### src/hw/rtl/fpha_pkg.sv
// ----------------------------------------------------------------------------
// fpha_pkg
// shared types and codes for the fit-policy heap allocator
// ----------------------------------------------------------------------------
package fpha_pkg;

  // request function codes
  localparam logic FUNC_ALLOC = 1'b0;
  localparam logic FUNC_FREE  = 1'b1;

  // result status codes
  localparam logic [1:0] ST_ALLOCATED = 2'd0;
  localparam logic [1:0] ST_NO_MEMORY = 2'd1;
  localparam logic [1:0] ST_FREED     = 2'd2;
  localparam logic [1:0] ST_NOT_FOUND = 2'd3;

  // fit policy codes
  localparam logic [1:0] POL_FIRST = 2'd0;
  localparam logic [1:0] POL_BEST  = 2'd1;
  localparam logic [1:0] POL_WORST = 2'd2;

  // configuration register indexes
  localparam logic [1:0] CFG_FIT_POLICY = 2'd0;
  localparam logic [1:0] CFG_HEAP_BYTES = 2'd1;

  localparam int CFG_DATA_BITS = 17;

  typedef struct packed {
    logic        func;
    logic [15:0] req_size;
    logic [15:0] free_id;
  } req_t;

  typedef struct packed {
    logic [1:0]  status;
    logic [15:0] block_id;
    logic [15:0] data_offset;
    logic [15:0] alloc_attempts;
    logic [15:0] alloc_failures;
  } rsp_t;

endpackage

### src/hw/rtl/fpha_ram.sv
// ----------------------------------------------------------------------------
// fpha_ram
// generic single-write, single-read ram with registered read data
// ----------------------------------------------------------------------------
module fpha_ram #(
  parameter int WIDTH = 8,
  parameter int DEPTH = 64
) (
  input  logic                     clk,
  input  logic                     we,
  input  logic [$clog2(DEPTH)-1:0] waddr,
  input  logic [WIDTH-1:0]         wdata,
  input  logic [$clog2(DEPTH)-1:0] raddr,
  output logic [WIDTH-1:0]         rdata
);

  logic [WIDTH-1:0] mem [DEPTH];

  always_ff @(posedge clk) begin
    if (we) begin
      mem[waddr] <= wdata;
    end
    rdata <= mem[raddr];
  end

endmodule

### src/hw/rtl/fit_policy_heap_allocator_top.sv
// ----------------------------------------------------------------------------
// fit_policy_heap_allocator_top
// heap segment allocator with first, best and worst fit and coalescing free
// ----------------------------------------------------------------------------
// usage
//   in channel (in_valid/in_ready/in_data): one transfer is one request,
//   allocate (func 0) or free by id (func 1)
//   out channel (out_valid/out_ready/out_data): exactly one result transfer
//   per request, in request order
//   cfg channel (cfg_valid/cfg_ready/cfg_index/cfg_data): index 0 fit policy,
//   index 1 heap size; a heap size write rebuilds the table as one free
//   segment and clears the id and statistics counters
// table updates
//   the segment table lives in one ram with one read and one write port;
//   a sequencer scans it one entry per cycle and moves entries one per cycle
//   allocate: scan for a free entry that fits; a split moves the entries
//   after the chosen one up by one; free: scan up to the matching id, and a
//   merge moves the later entries down; in_ready is low meanwhile
// reset
//   synchronous rst; the first cycle after reset writes segment 0
// stalls
//   the result sits in an output register; a new request is taken while it
//   waits, and its result is held back until the old one is transferred
module fit_policy_heap_allocator_top #(
  parameter int MAX_SEGMENTS = 64,
  parameter int HEADER_BYTES = 40,
  parameter int ADDR_BITS    = 16
) (
  input  logic                              clk,
  input  logic                              rst,
  input  logic                              in_valid,
  output logic                              in_ready,
  input  fpha_pkg::req_t                    in_data,
  output logic                              out_valid,
  input  logic                              out_ready,
  output fpha_pkg::rsp_t                    out_data,
  input  logic                              cfg_valid,
  output logic                              cfg_ready,
  input  logic [1:0]                        cfg_index,
  input  logic [fpha_pkg::CFG_DATA_BITS-1:0] cfg_data
);

  // widths
  localparam int IW = $clog2(MAX_SEGMENTS);      // table index
  localparam int CW = IW + 1;                    // count, holds MAX_SEGMENTS
  localparam int SW = ADDR_BITS + 1;             // segment size
  localparam int XW = ((SW > 17) ? SW : 17) + 1; // arithmetic width

  localparam logic [CW-1:0] MAX_CNT = CW'(MAX_SEGMENTS);
  localparam logic [XW-1:0] HDR     = XW'(HEADER_BYTES);
  localparam logic [XW-1:0] HEAP_LO = XW'(HEADER_BYTES + 1);
  localparam logic [XW-1:0] HEAP_HI = XW'(1) << ADDR_BITS;

  typedef struct packed {
    logic [ADDR_BITS-1:0] start;
    logic [SW-1:0]        size;
    logic                 used;
    logic [15:0]          id;
  } seg_t;

  localparam int EW = $bits(seg_t);

  typedef enum logic [7:0] {
    S_INIT = 8'b0000_0001,
    S_IDLE = 8'b0000_0010,
    S_SCAN = 8'b0000_0100,
    S_ADEC = 8'b0000_1000,
    S_FRNB = 8'b0001_0000,
    S_COPY = 8'b0010_0000,
    S_WRB  = 8'b0100_0000,
    S_DONE = 8'b1000_0000
  } state_t;

  state_t state;

  // configuration
  logic [1:0]  policy;
  logic [16:0] heap;

  // request and table bookkeeping
  logic        is_free;
  logic [15:0] req;
  logic [15:0] fid;
  logic [CW-1:0] cnt;
  logic [15:0] next_id;
  logic [15:0] att;
  logic [15:0] fail;

  // scan pipeline
  logic [CW-1:0] ra;   // next read index
  logic          dv;   // ram data valid
  logic [CW-1:0] di;   // index of ram data
  logic          found;
  logic [CW-1:0] t;    // chosen or matched index
  seg_t          tseg; // chosen or matched entry
  seg_t          prev; // entry before the one under test

  // move engine
  logic [CW-1:0] cs;   // source index
  logic [CW-1:0] cn;   // moves left
  logic          cup;  // move upward
  logic [1:0]    cd;   // downward distance
  logic          pv;
  logic [CW-1:0] pa;
  logic          split;

  // result
  logic [1:0]  res_status;
  logic [15:0] res_id;
  logic [15:0] res_off;

  // ram ports
  logic          we;
  logic [IW-1:0] waddr;
  seg_t          wdata;
  logic [IW-1:0] raddr;
  logic [EW-1:0] rraw;
  seg_t          rdata;

  fpha_ram #(
    .WIDTH(EW),
    .DEPTH(MAX_SEGMENTS)
  ) u_table (
    .clk  (clk),
    .we   (we),
    .waddr(waddr),
    .wdata(wdata),
    .raddr(raddr),
    .rdata(rraw)
  );

  assign rdata = seg_t'(rraw);

  // a register write takes priority over a request in the same cycle
  assign in_ready  = (state == S_IDLE) && !cfg_valid;
  assign cfg_ready = (state == S_IDLE);

  // heap clamp for table rebuild
  logic [XW-1:0] heap_x;
  logic [XW-1:0] heap_c;
  assign heap_x = XW'(heap);
  assign heap_c = (heap_x < HEAP_LO) ? HEAP_LO : ((heap_x > HEAP_HI) ? HEAP_HI : heap_x);

  // scan compare
  logic [XW-1:0] r_size;
  logic [XW-1:0] t_size;
  logic [XW-1:0] req_x;
  logic          cand;
  logic          better;
  logic          stop_first;
  logic          last;
  logic          match;
  assign r_size     = XW'(rdata.size);
  assign t_size     = XW'(tseg.size);
  assign req_x      = XW'(req);
  assign cand       = !rdata.used && (r_size >= req_x);
  assign stop_first = (policy != fpha_pkg::POL_BEST) && (policy != fpha_pkg::POL_WORST);
  assign better     = !found
                      || ((policy == fpha_pkg::POL_BEST)  && (r_size < t_size))
                      || ((policy == fpha_pkg::POL_WORST) && (r_size > t_size));
  assign last       = (di == cnt - CW'(1));
  assign match      = rdata.used && (rdata.id == fid);

  // allocation arithmetic
  logic [XW-1:0] start_x;
  logic [XW-1:0] off_x;
  logic [XW-1:0] new_start;
  logic [XW-1:0] new_size;
  assign start_x   = XW'(tseg.start);
  assign off_x     = start_x + HDR;
  assign new_start = off_x + req_x;
  assign new_size  = t_size - req_x - HDR;

  // free merge: tseg is the freed entry, rdata its right neighbor
  logic          has_right;
  logic          mr;
  logic          ml;
  logic [XW-1:0] m_size;
  logic [XW-1:0] l_size;
  assign has_right = (t + CW'(1) < cnt);
  assign mr        = has_right && !rdata.used;
  assign ml        = (t != '0) && !prev.used;
  assign m_size    = t_size + (mr ? (HDR + r_size) : '0);
  assign l_size    = XW'(prev.size) + HDR + m_size;

  // ram address and write mux
  always_comb begin
    we    = 1'b0;
    waddr = '0;
    wdata = '0;
    raddr = '0;
    unique case (state)
      S_INIT: begin
        we         = 1'b1;
        wdata.size = SW'(heap_c - HDR);
      end
      S_SCAN: begin
        raddr = ra[IW-1:0];
      end
      S_FRNB: begin
        we = 1'b1;
        if (ml) begin
          waddr       = IW'(t - CW'(1));
          wdata.start = prev.start;
          wdata.size  = SW'(l_size);
        end else begin
          waddr       = t[IW-1:0];
          wdata.start = tseg.start;
          wdata.size  = SW'(m_size);
        end
      end
      S_COPY: begin
        raddr = cs[IW-1:0];
        we    = pv;
        waddr = cup ? IW'(pa + CW'(1)) : IW'(pa - CW'(cd));
        wdata = rdata;
      end
      S_WRB: begin
        // new free tail of a split
        we          = 1'b1;
        waddr       = IW'(t + CW'(1));
        wdata.start = ADDR_BITS'(new_start);
        wdata.size  = SW'(new_size);
      end
      S_DONE: begin
        // allocated entry, written in the result state before leaving
        we         = !is_free && (res_status == fpha_pkg::ST_ALLOCATED);
        waddr      = t[IW-1:0];
        wdata      = tseg;
        wdata.used = 1'b1;
        wdata.id   = res_id;
        if (split) begin
          wdata.size = SW'(req);
        end
      end
      S_IDLE, S_ADEC: begin
      end
      default: begin
      end
    endcase
  end

  always_ff @(posedge clk) begin
    if (rst) begin
      state     <= S_INIT;
      policy    <= fpha_pkg::POL_FIRST;
      heap      <= 17'h10000;
      cnt       <= CW'(1);
      next_id   <= 16'd1;
      att       <= '0;
      fail      <= '0;
      out_valid <= 1'b0;
      dv        <= 1'b0;
      pv        <= 1'b0;
      found     <= 1'b0;
    end else begin
      // the result state loads a new result itself when the old one leaves
      if (out_valid && out_ready && (state != S_DONE)) begin
        out_valid <= 1'b0;
      end
      unique case (state)
        S_INIT: begin
          cnt     <= CW'(1);
          next_id <= 16'd1;
          att     <= '0;
          fail    <= '0;
          state   <= S_IDLE;
        end
        S_IDLE: begin
          if (cfg_valid) begin
            if (cfg_index == fpha_pkg::CFG_FIT_POLICY) begin
              policy <= cfg_data[1:0];
            end else if (cfg_index == fpha_pkg::CFG_HEAP_BYTES) begin
              heap  <= cfg_data;
              state <= S_INIT;
            end
          end else if (in_valid) begin
            is_free <= (in_data.func == fpha_pkg::FUNC_FREE);
            req     <= in_data.req_size;
            fid     <= in_data.free_id;
            ra      <= '0;
            dv      <= 1'b0;
            found   <= 1'b0;
            split   <= 1'b0;
            prev    <= '0;
            state   <= S_SCAN;
          end
        end
        S_SCAN: begin
          if (ra < cnt) begin
            ra <= ra + CW'(1);
            dv <= 1'b1;
            di <= ra;
          end else begin
            dv <= 1'b0;
          end
          if (dv) begin
            // keep the left neighbor of a matched entry
            if (!(is_free && match)) begin
              prev <= rdata;
            end
            if (!is_free) begin
              if (cand && better) begin
                t     <= di;
                tseg  <= rdata;
                found <= 1'b1;
              end
              if ((cand && stop_first) || last) begin
                state <= S_ADEC;
              end
            end else if (match) begin
              t     <= di;
              tseg  <= rdata;
              state <= S_FRNB;
            end else if (last) begin
              res_status <= fpha_pkg::ST_NOT_FOUND;
              res_id     <= '0;
              res_off    <= '0;
              state      <= S_DONE;
            end
          end
        end
        S_ADEC: begin
          att <= att + 16'd1;
          if (!found) begin
            fail       <= fail + 16'd1;
            res_status <= fpha_pkg::ST_NO_MEMORY;
            res_id     <= '0;
            res_off    <= '0;
            state      <= S_DONE;
          end else begin
            res_status <= fpha_pkg::ST_ALLOCATED;
            res_id     <= next_id;
            res_off    <= off_x[15:0];
            next_id    <= (next_id == 16'hFFFF) ? 16'd1 : next_id + 16'd1;
            if ((t_size >= req_x + HDR + XW'(1)) && (cnt < MAX_CNT)) begin
              split <= 1'b1;
              cup   <= 1'b1;
              cs    <= cnt - CW'(1);
              cn    <= cnt - CW'(1) - t;
              pv    <= 1'b0;
              cnt   <= cnt + CW'(1);
              state <= S_COPY;
            end else begin
              state <= S_DONE;
            end
          end
        end
        S_FRNB: begin
          res_status <= fpha_pkg::ST_FREED;
          res_id     <= fid;
          res_off    <= '0;
          cup        <= 1'b0;
          cd         <= {1'b0, mr} + {1'b0, ml};
          cs         <= t + CW'(1) + CW'(mr);
          cn         <= (mr || ml) ? (cnt - t - CW'(1) - CW'(mr)) : '0;
          pv         <= 1'b0;
          cnt        <= cnt - CW'(mr) - CW'(ml);
          state      <= (mr || ml) ? S_COPY : S_DONE;
        end
        S_COPY: begin
          if (cn != '0) begin
            cs <= cup ? cs - CW'(1) : cs + CW'(1);
            cn <= cn - CW'(1);
            pv <= 1'b1;
            pa <= cs;
          end else begin
            pv <= 1'b0;
            if (!pv) begin
              state <= is_free ? S_DONE : S_WRB;
            end
          end
        end
        S_WRB: begin
          state <= S_DONE;
        end
        S_DONE: begin
          if (!out_valid || out_ready) begin
            out_valid               <= 1'b1;
            out_data.status         <= res_status;
            out_data.block_id       <= res_id;
            out_data.data_offset    <= res_off;
            out_data.alloc_attempts <= att;
            out_data.alloc_failures <= fail;
            state                   <= S_IDLE;
          end
        end
        default: begin
          state <= S_IDLE;
        end
      endcase
    end
  end

  // segment count always stays within the table
  a_cnt_range: assert property (@(posedge clk) disable iff (rst)
    (cnt != '0) && (cnt <= MAX_CNT))
    else $error("segment count out of range");

  // an accepted request always starts a table scan
  a_accept_scan: assert property (@(posedge clk) disable iff (rst)
    (in_valid && in_ready && !cfg_valid) |=> (state == S_SCAN))
    else $error("request did not start a scan");

  // a heap size write rebuilds the table next cycle
  a_cfg_init: assert property (@(posedge clk) disable iff (rst)
    (cfg_valid && cfg_ready && (cfg_index == fpha_pkg::CFG_HEAP_BYTES)) |=> (state == S_INIT))
    else $error("heap write did not rebuild the table");

  // table writes only happen in states that own the write port
  a_write_state: assert property (@(posedge clk) disable iff (rst)
    we |-> (state != S_IDLE) && (state != S_SCAN) && (state != S_ADEC))
    else $error("table write outside of an update state");

endmodule
### config.mk
export PLATFORM = sky130hd
export DESIGN_NAME = fit_policy_heap_allocator_top
export DESIGN_NICKNAME = d
export VERILOG_FILES = /design/src/hw/rtl/fpha_pkg.sv /design/src/hw/rtl/fpha_ram.sv /design/src/hw/rtl/fit_policy_heap_allocator_top.sv
export SDC_FILE = /design/constraint.sdc
export NUM_CORES = 2
export LEC_CHECK = 0
export BUFFER_PORTS_ARGS = -buffer_cell sky130_fd_sc_hd__buf_2
export CORE_AREA = 2 2 568 570
export DETAILED_ROUTE_END_ITERATION = 12
export DIE_AREA = 0 0 570 572
export GPL_TIMING_DRIVEN = 0
export HOLD_SLACK_MARGIN = 0.03
export SLEW_MARGIN = 0
export SYNTH_ARGS = -nofsm -noshare
export SYNTH_HDL_FRONTEND = slang
export SYNTH_HIERARCHICAL = 1
export SYNTH_SLANG_ARGS = --single-unit
export TNS_END_PERCENT = 50
### constraint.sdc
create_clock -name clk -period 28.1 [get_ports clk]
set_input_delay 8.43 -clock clk [delete_from_list [all_inputs] [get_ports clk]]
set_output_delay 8.43 -clock clk [all_outputs]
set_load 0.03 [all_outputs]
Word level (Yosys, flattened, before mapping)
Memory sizes are Yosys's and may differ from the RTL's. A register that Yosys moved wholly into a read port is not among the register bits.
Index checks and enable logic that the tools add are counted.
{"block": "totals", "in_bits": 57, "out_inout_bits": 69, "regBits": 331, "ramBits": 3200, "mem_count": 1, "elab_cells": 280}
{"block": "op_classes", "order_cmp": 9, "eq_ne": 40, "bitwise_logic": 3, "mux": 99, "reduce_logical": 60, "addsub": 32}
{"name": "u_table.mem", "words": 64, "width": 50, "read_ports": 1, "rd_ports_with_merged_regs": 1, "write_ports": 1, "line_no": "fpha_ram.sv:17", "rtl": "logic [WIDTH-1:0] mem [DEPTH];"}
{"operator": "two-way mux 50 bit", "count": 7}
{"operator": "two-way mux 16 bit", "count": 9}
{"operator": "two-way mux 8 bit", "count": 16}
{"operator": "two-way mux 7 bit", "count": 16}
{"operator": "case mux 50 bit (2 select lines)", "count": 1}
{"operator": "case mux 16 bit (2 select lines)", "count": 3}
{"operator": "case mux 16 bit (3 select lines)", "count": 2}
{"operator": "case mux 17 bit (5 select lines)", "count": 1}
{"operator": "two-way mux 17 bit", "count": 4}
{"operator": "case mux 16 bit (4 select lines)", "count": 1}
{"operator": "case mux 7 bit (3 select lines)", "count": 3}
{"operator": "case mux 8 bit (7 select lines)", "count": 1}
{"operator": "adder 16 x 1 -> 16 bit (second input constant)", "count": 3}
{"operator": "inequality test 2 bit (second input constant)", "count": 18}
{"operator": "adder 17 bit", "count": 2}
{"operator": "case mux 17 bit (2 select lines)", "count": 1}
{"operator": "subtractor 17 x 6 -> 17 bit (second input constant)", "count": 2}
{"operator": "two-way mux 33 bit", "count": 1}
{"operator": "adder 7 x 1 -> 7 bit (second input constant)", "count": 4}
{"operator": "subtractor 7 x 1 -> 7 bit (second input constant)", "count": 4}
{"operator": "case mux 6 bit (4 select lines)", "count": 1}
{"operator": "AND reduction 6 bit", "count": 4}
{"operator": "AND reduction 3 bit", "count": 7}
{"operator": "subtractor 7 x 1 -> 7 bit", "count": 3}
{"operator": "other kinds (60)", "count": 129}

Depth between registers and ports, before layout
{"block": "logic_depth", "word_depth": 9, "ltp_mapped": 31, "mapped_depth_nobuf": 31}

By module
The synthesis kept the hierarchy.
{"mod": "fpha_ram", "seq_area_each_um2": 97093.1, "n_inst": 1, "cells_per_inst": 5086, "area_per_inst_um2": 122361.1}
{"mod": "fit_policy_heap_allocator_top", "seq_area_each_um2": 9048.7, "n_inst": 1, "cells_per_inst": 2114, "area_per_inst_um2": 21177.8}

Worst setup path before layout
OpenSTA, ideal clock, no wires.
{"block": "synth_timing", "path_kind": "input -> output", "from": "input cfg_valid", "to": "output in_ready", "path_slack_ps": 10808, "t_arrival_ps": 8862, "cell_stages": 1, "path_buffers": 0, "required_time_ps": 19670, "path_cell_list": "nor2b_1"}
{"block": "synth_between", "elab_chain_cells": 2}
{"item": "from (decl)", "line_no": "fit_policy_heap_allocator_top.sv:37", "rtl": "input logic cfg_valid,"}
{"item": "logical NOT 1 bit", "line_no": "fit_policy_heap_allocator_top.sv:135", "rtl": "assign in_ready = (state == S_IDLE) && !cfg_valid;"}
{"item": "logical AND 1 bit", "line_no": "fit_policy_heap_allocator_top.sv:135"}
{"item": "to (decl)", "line_no": "fit_policy_heap_allocator_top.sv:32", "rtl": "output logic in_ready,"}
Every way passes these cells.

Final worst setup path
Ends and elaborated chain as after synthesis.

==> flow_summary.json <==
{
  "status": "complete, but fails checks",
  "violations": "capacitance limit, slew limit",
  "layout.nets": 8279,
  "ant_nets": 0,
  "die_y_um": 572,
  "layout-drive-gt1-share": 0.268,
  "cts.clk_slew.worst_paths_ns": 0.05,
  "synth_edf_count": 3444,
  "syn_to_final_growth_pct": 17.2,
  "seq_power_share": 0.534,
  "cts_tree": "built",
  "grt_util_all_layers": 0.305,
  "fillers": 24741,
  "critPathRequiredTime_ns": 19.67,
  "rsz0062_at_grt": "no",
  "async_reset_ff_frac": 0,
  "vdd_drop_max_mv": 0.0543,
  "critPathMostFrequentCell": "buf_2",
  "synth_area_leaders": "edfxtp_1, mux4_2, dfxtp_1, ha_1, nor2_1",
  "internal_power_mw": 8.64,
  "cts-root-buf": "clkbuf_16",
  "drc": 0,
  "yosysTopAreaCell": "edfxtp_1",
  "post-cts-setup-buffers": 0,
  "die_area_sq_um": 326000,
  "dp_worst_setup_slack_ns": 10.82,
  "dpl.hpwl_um": 350000,
  "max_stage_delay_ns": 0.20,
  "wl_um": 500000,
  "arrival_ns": 8.85,
  "die_w_um": 570,
  "grt_pass1_wl_um": 668000,
  "r2r_cells": 33,
  "grt_antenna_before_repair": 44,
  "syn_area_per_cell_sq_um": 19.9,
  "hold_path_class": "flip-flop to flip-flop",
  "clock_tree.buffer_depth": 4,
  "hold_buffers": 0,
  "place_congestion": 0.928,
  "yosysUniqueCellTypes": 95,
  "grt_max_degree": 65,
  "end_kind": "output port",
  "io_buffers": 124,
  "switching_share": 0.207,
  "ys_seq_elements": 3580,
  "insertion_delay_ns": 0.99,
  "worstPathCellList": "buf_2 -> nor2b_1 -> buf_2",
  "start_util": 0.449,
  "report.final.hold_viol_count": 0,
  "worst_pin_slew_ns": 1.53,
  "drv_slew": 11,
  "coreArea_sq_um": 320000,
  "fmax_mhz": 57.9,
  "layout_common_cells": "edfxtp_1, mux4_2, clkbuf_16",
  "setup_violations": 0,
  "synth_area_sq_um": 144000,
  "p_switching_mw": 2.26,
  "critPathSlowestCell": "buf_2",
  "whs_path_depth": 0,
  "cp_top_family": "buffers and inverters",
  "setup_slack_ns": 10.82,
  "ff_latch_area_sq_um": 106000,
  "ctsResizeCount": 0,
  "synthesis.instances": 7200,
  "dr.pass1.iters": 6,
  "worstSetupStartpointType": "input port",
  "yosysWarnings": 6,
  "r2r_slack_ns": 18.55,
  "p_leak_nw": 48.1,
  "maxCapViolations": 1,
  "multiInputGateArea_sq_um": 36000,
  "p_comb_frac": 0.019,
  "yosysTopAreaCellShare": 0.720,
  "syn_nets": 7474,
  "p_per_area_nw_per_um2": 64.8,
  "worstPathMaxFanout": 3,
  "finalCritPeriodShare": 0.615,
  "synth_ff_type": "edfxtp_1",
  "period_minus_slack_ns": 17.28,
  "yosysSeqAreaShare": 0.739,
  "num_rows": 208,
  "grt_remaining_overflow": 0,
  "ios": 126,
  "skew_ns": 0.0629,
  "vias": 81668,
  "crit_type": "input port to output port",
  "grt_pass1_vias": 78209,
  "relSlewSlack": -0.0191,
  "drtIter0Drc": 13025,
  "crit_cells": 3,
  "numCtsBuffers": 369,
  "fin_setup_tns_ns": 0,
  "critPathBufInv": 2,
  "h-tree-depth": 5,
  "avgViaCountPerCell": 6.52,
  "pwr-share-clk": 0.447,
  "cts.sinks": 3580,
  "layout_commonest_cell": "edfxtp_1",
  "wl_per_cell_um": 40.0
}
kinds of logic after synthesis:
kind of cell / synth area share
AO/OA/AOI/OAI: 0.0386
XOR/XNOR: 0.0112
adder cells (fa/ha/maj): 0.0194
buffers and inverters: 0.0159
flip-flops: 0.739
multiplexers: 0.145
AND/OR/NAND/NOR: 0.0306
sequential cells by signal, indices dropped and copies added, names as in the netlist, 17 cells and up:
signal,cells
heap,17
out_data,66
prev,34
t_size,17
u_table/mem,3200
u_table/rdata,50
worst reg2reg max path, delay by kind of cell, from the launching register on:
kind            cells  cell delay (ns)
simple gates        6             0.80
flops               1             0.65
xor+xnor            3             0.49
fa+ha+maj           6             1.90
buf+inv             7             2.15
compound gates     11             3.44
power groups by stage:
stage               Combinational [mW]  Sequential (mW)  Clock [mW]
CTS                              0.200             5.83        4.91
floorplan                        0.101             5.94           0
finish                           0.204             5.83        4.87
global placement                 0.176             5.95           0
global route                     0.215             5.82        5.11
detailed placement               0.199             5.94           0
final cells by class:
type,count,share of cell area
timing repair buffer,434,0.0393
clock buffer,441,0.0575
antenna,18,0.000268
tap,4200,0.0312
multi-input combinational,3124,0.214
inverter,145,0.00324
buffer,351,0.0105
sequential,3580,0.631
clock inverter,225,0.0132
synth_stat cells, drive strengths merged (29+ instances only):
master / number
nor3: 56
o22ai: 160
nand4: 29
mux2: 44
edfxtp: 3444
nand2b: 32
a21o: 40
a21oi: 188
ha: 208
nand2: 193
xor2: 60
dfxtp: 136
nand3: 73
xnor2: 123
and2: 49
inv: 143
mux4: 872
buf: 192
mux2i: 66
a31oi: 29
o221ai: 57
o21ai: 145
clkbuf: 159
a22o: 45
nor2: 321
stage by stage:
| step | hold slack (ns) | util | area, sq um | cells | power, mW |
|---|---|---|---|---|---|
| floorplan | 0.400 | - | 144000 | 7200 | 6.04 |
| global placement | 0.412 | 0.467 | 149000 | 11524 | 6.13 |
| detailed placement | 0.409 | 0.488 | 156000 | 11831 | 6.14 |
| CTS | 0.417 | 0.526 | 168000 | 12497 | 10.9 |
| global route | 0.427 | 0.526 | 168000 | 12503 | 11.1 |
| finish | 0.417 | 0.526 | 168000 | 12518 | 10.9 |
worst paths after layout:
| check | from | end |
|---|---|---|
| max | cfg_valid | in_ready |
| min | res_off[7] | out_data[39] |
| max reg2reg | t[1] | u_table/mem[4][33] |
| min reg2reg | res_off[7] | out_data[39] |
routing by layer:
layer | part of all wire | up-vias | wire (um) | GRT usage
li1 | - | 31411 | - | -
met3 | 0.13 | 1139 | 62800 | 0.0817
met2 | 0.46 | 5743 | 228000 | 0.470
met4 | 0.052 | 36 | 26000 | 0.140
met1 | 0.37 | 43339 | 183000 | 0.406
met5 | 0.00051 | - | 253 | 0
Note: power is estimated with default switching activity, not from simulation.
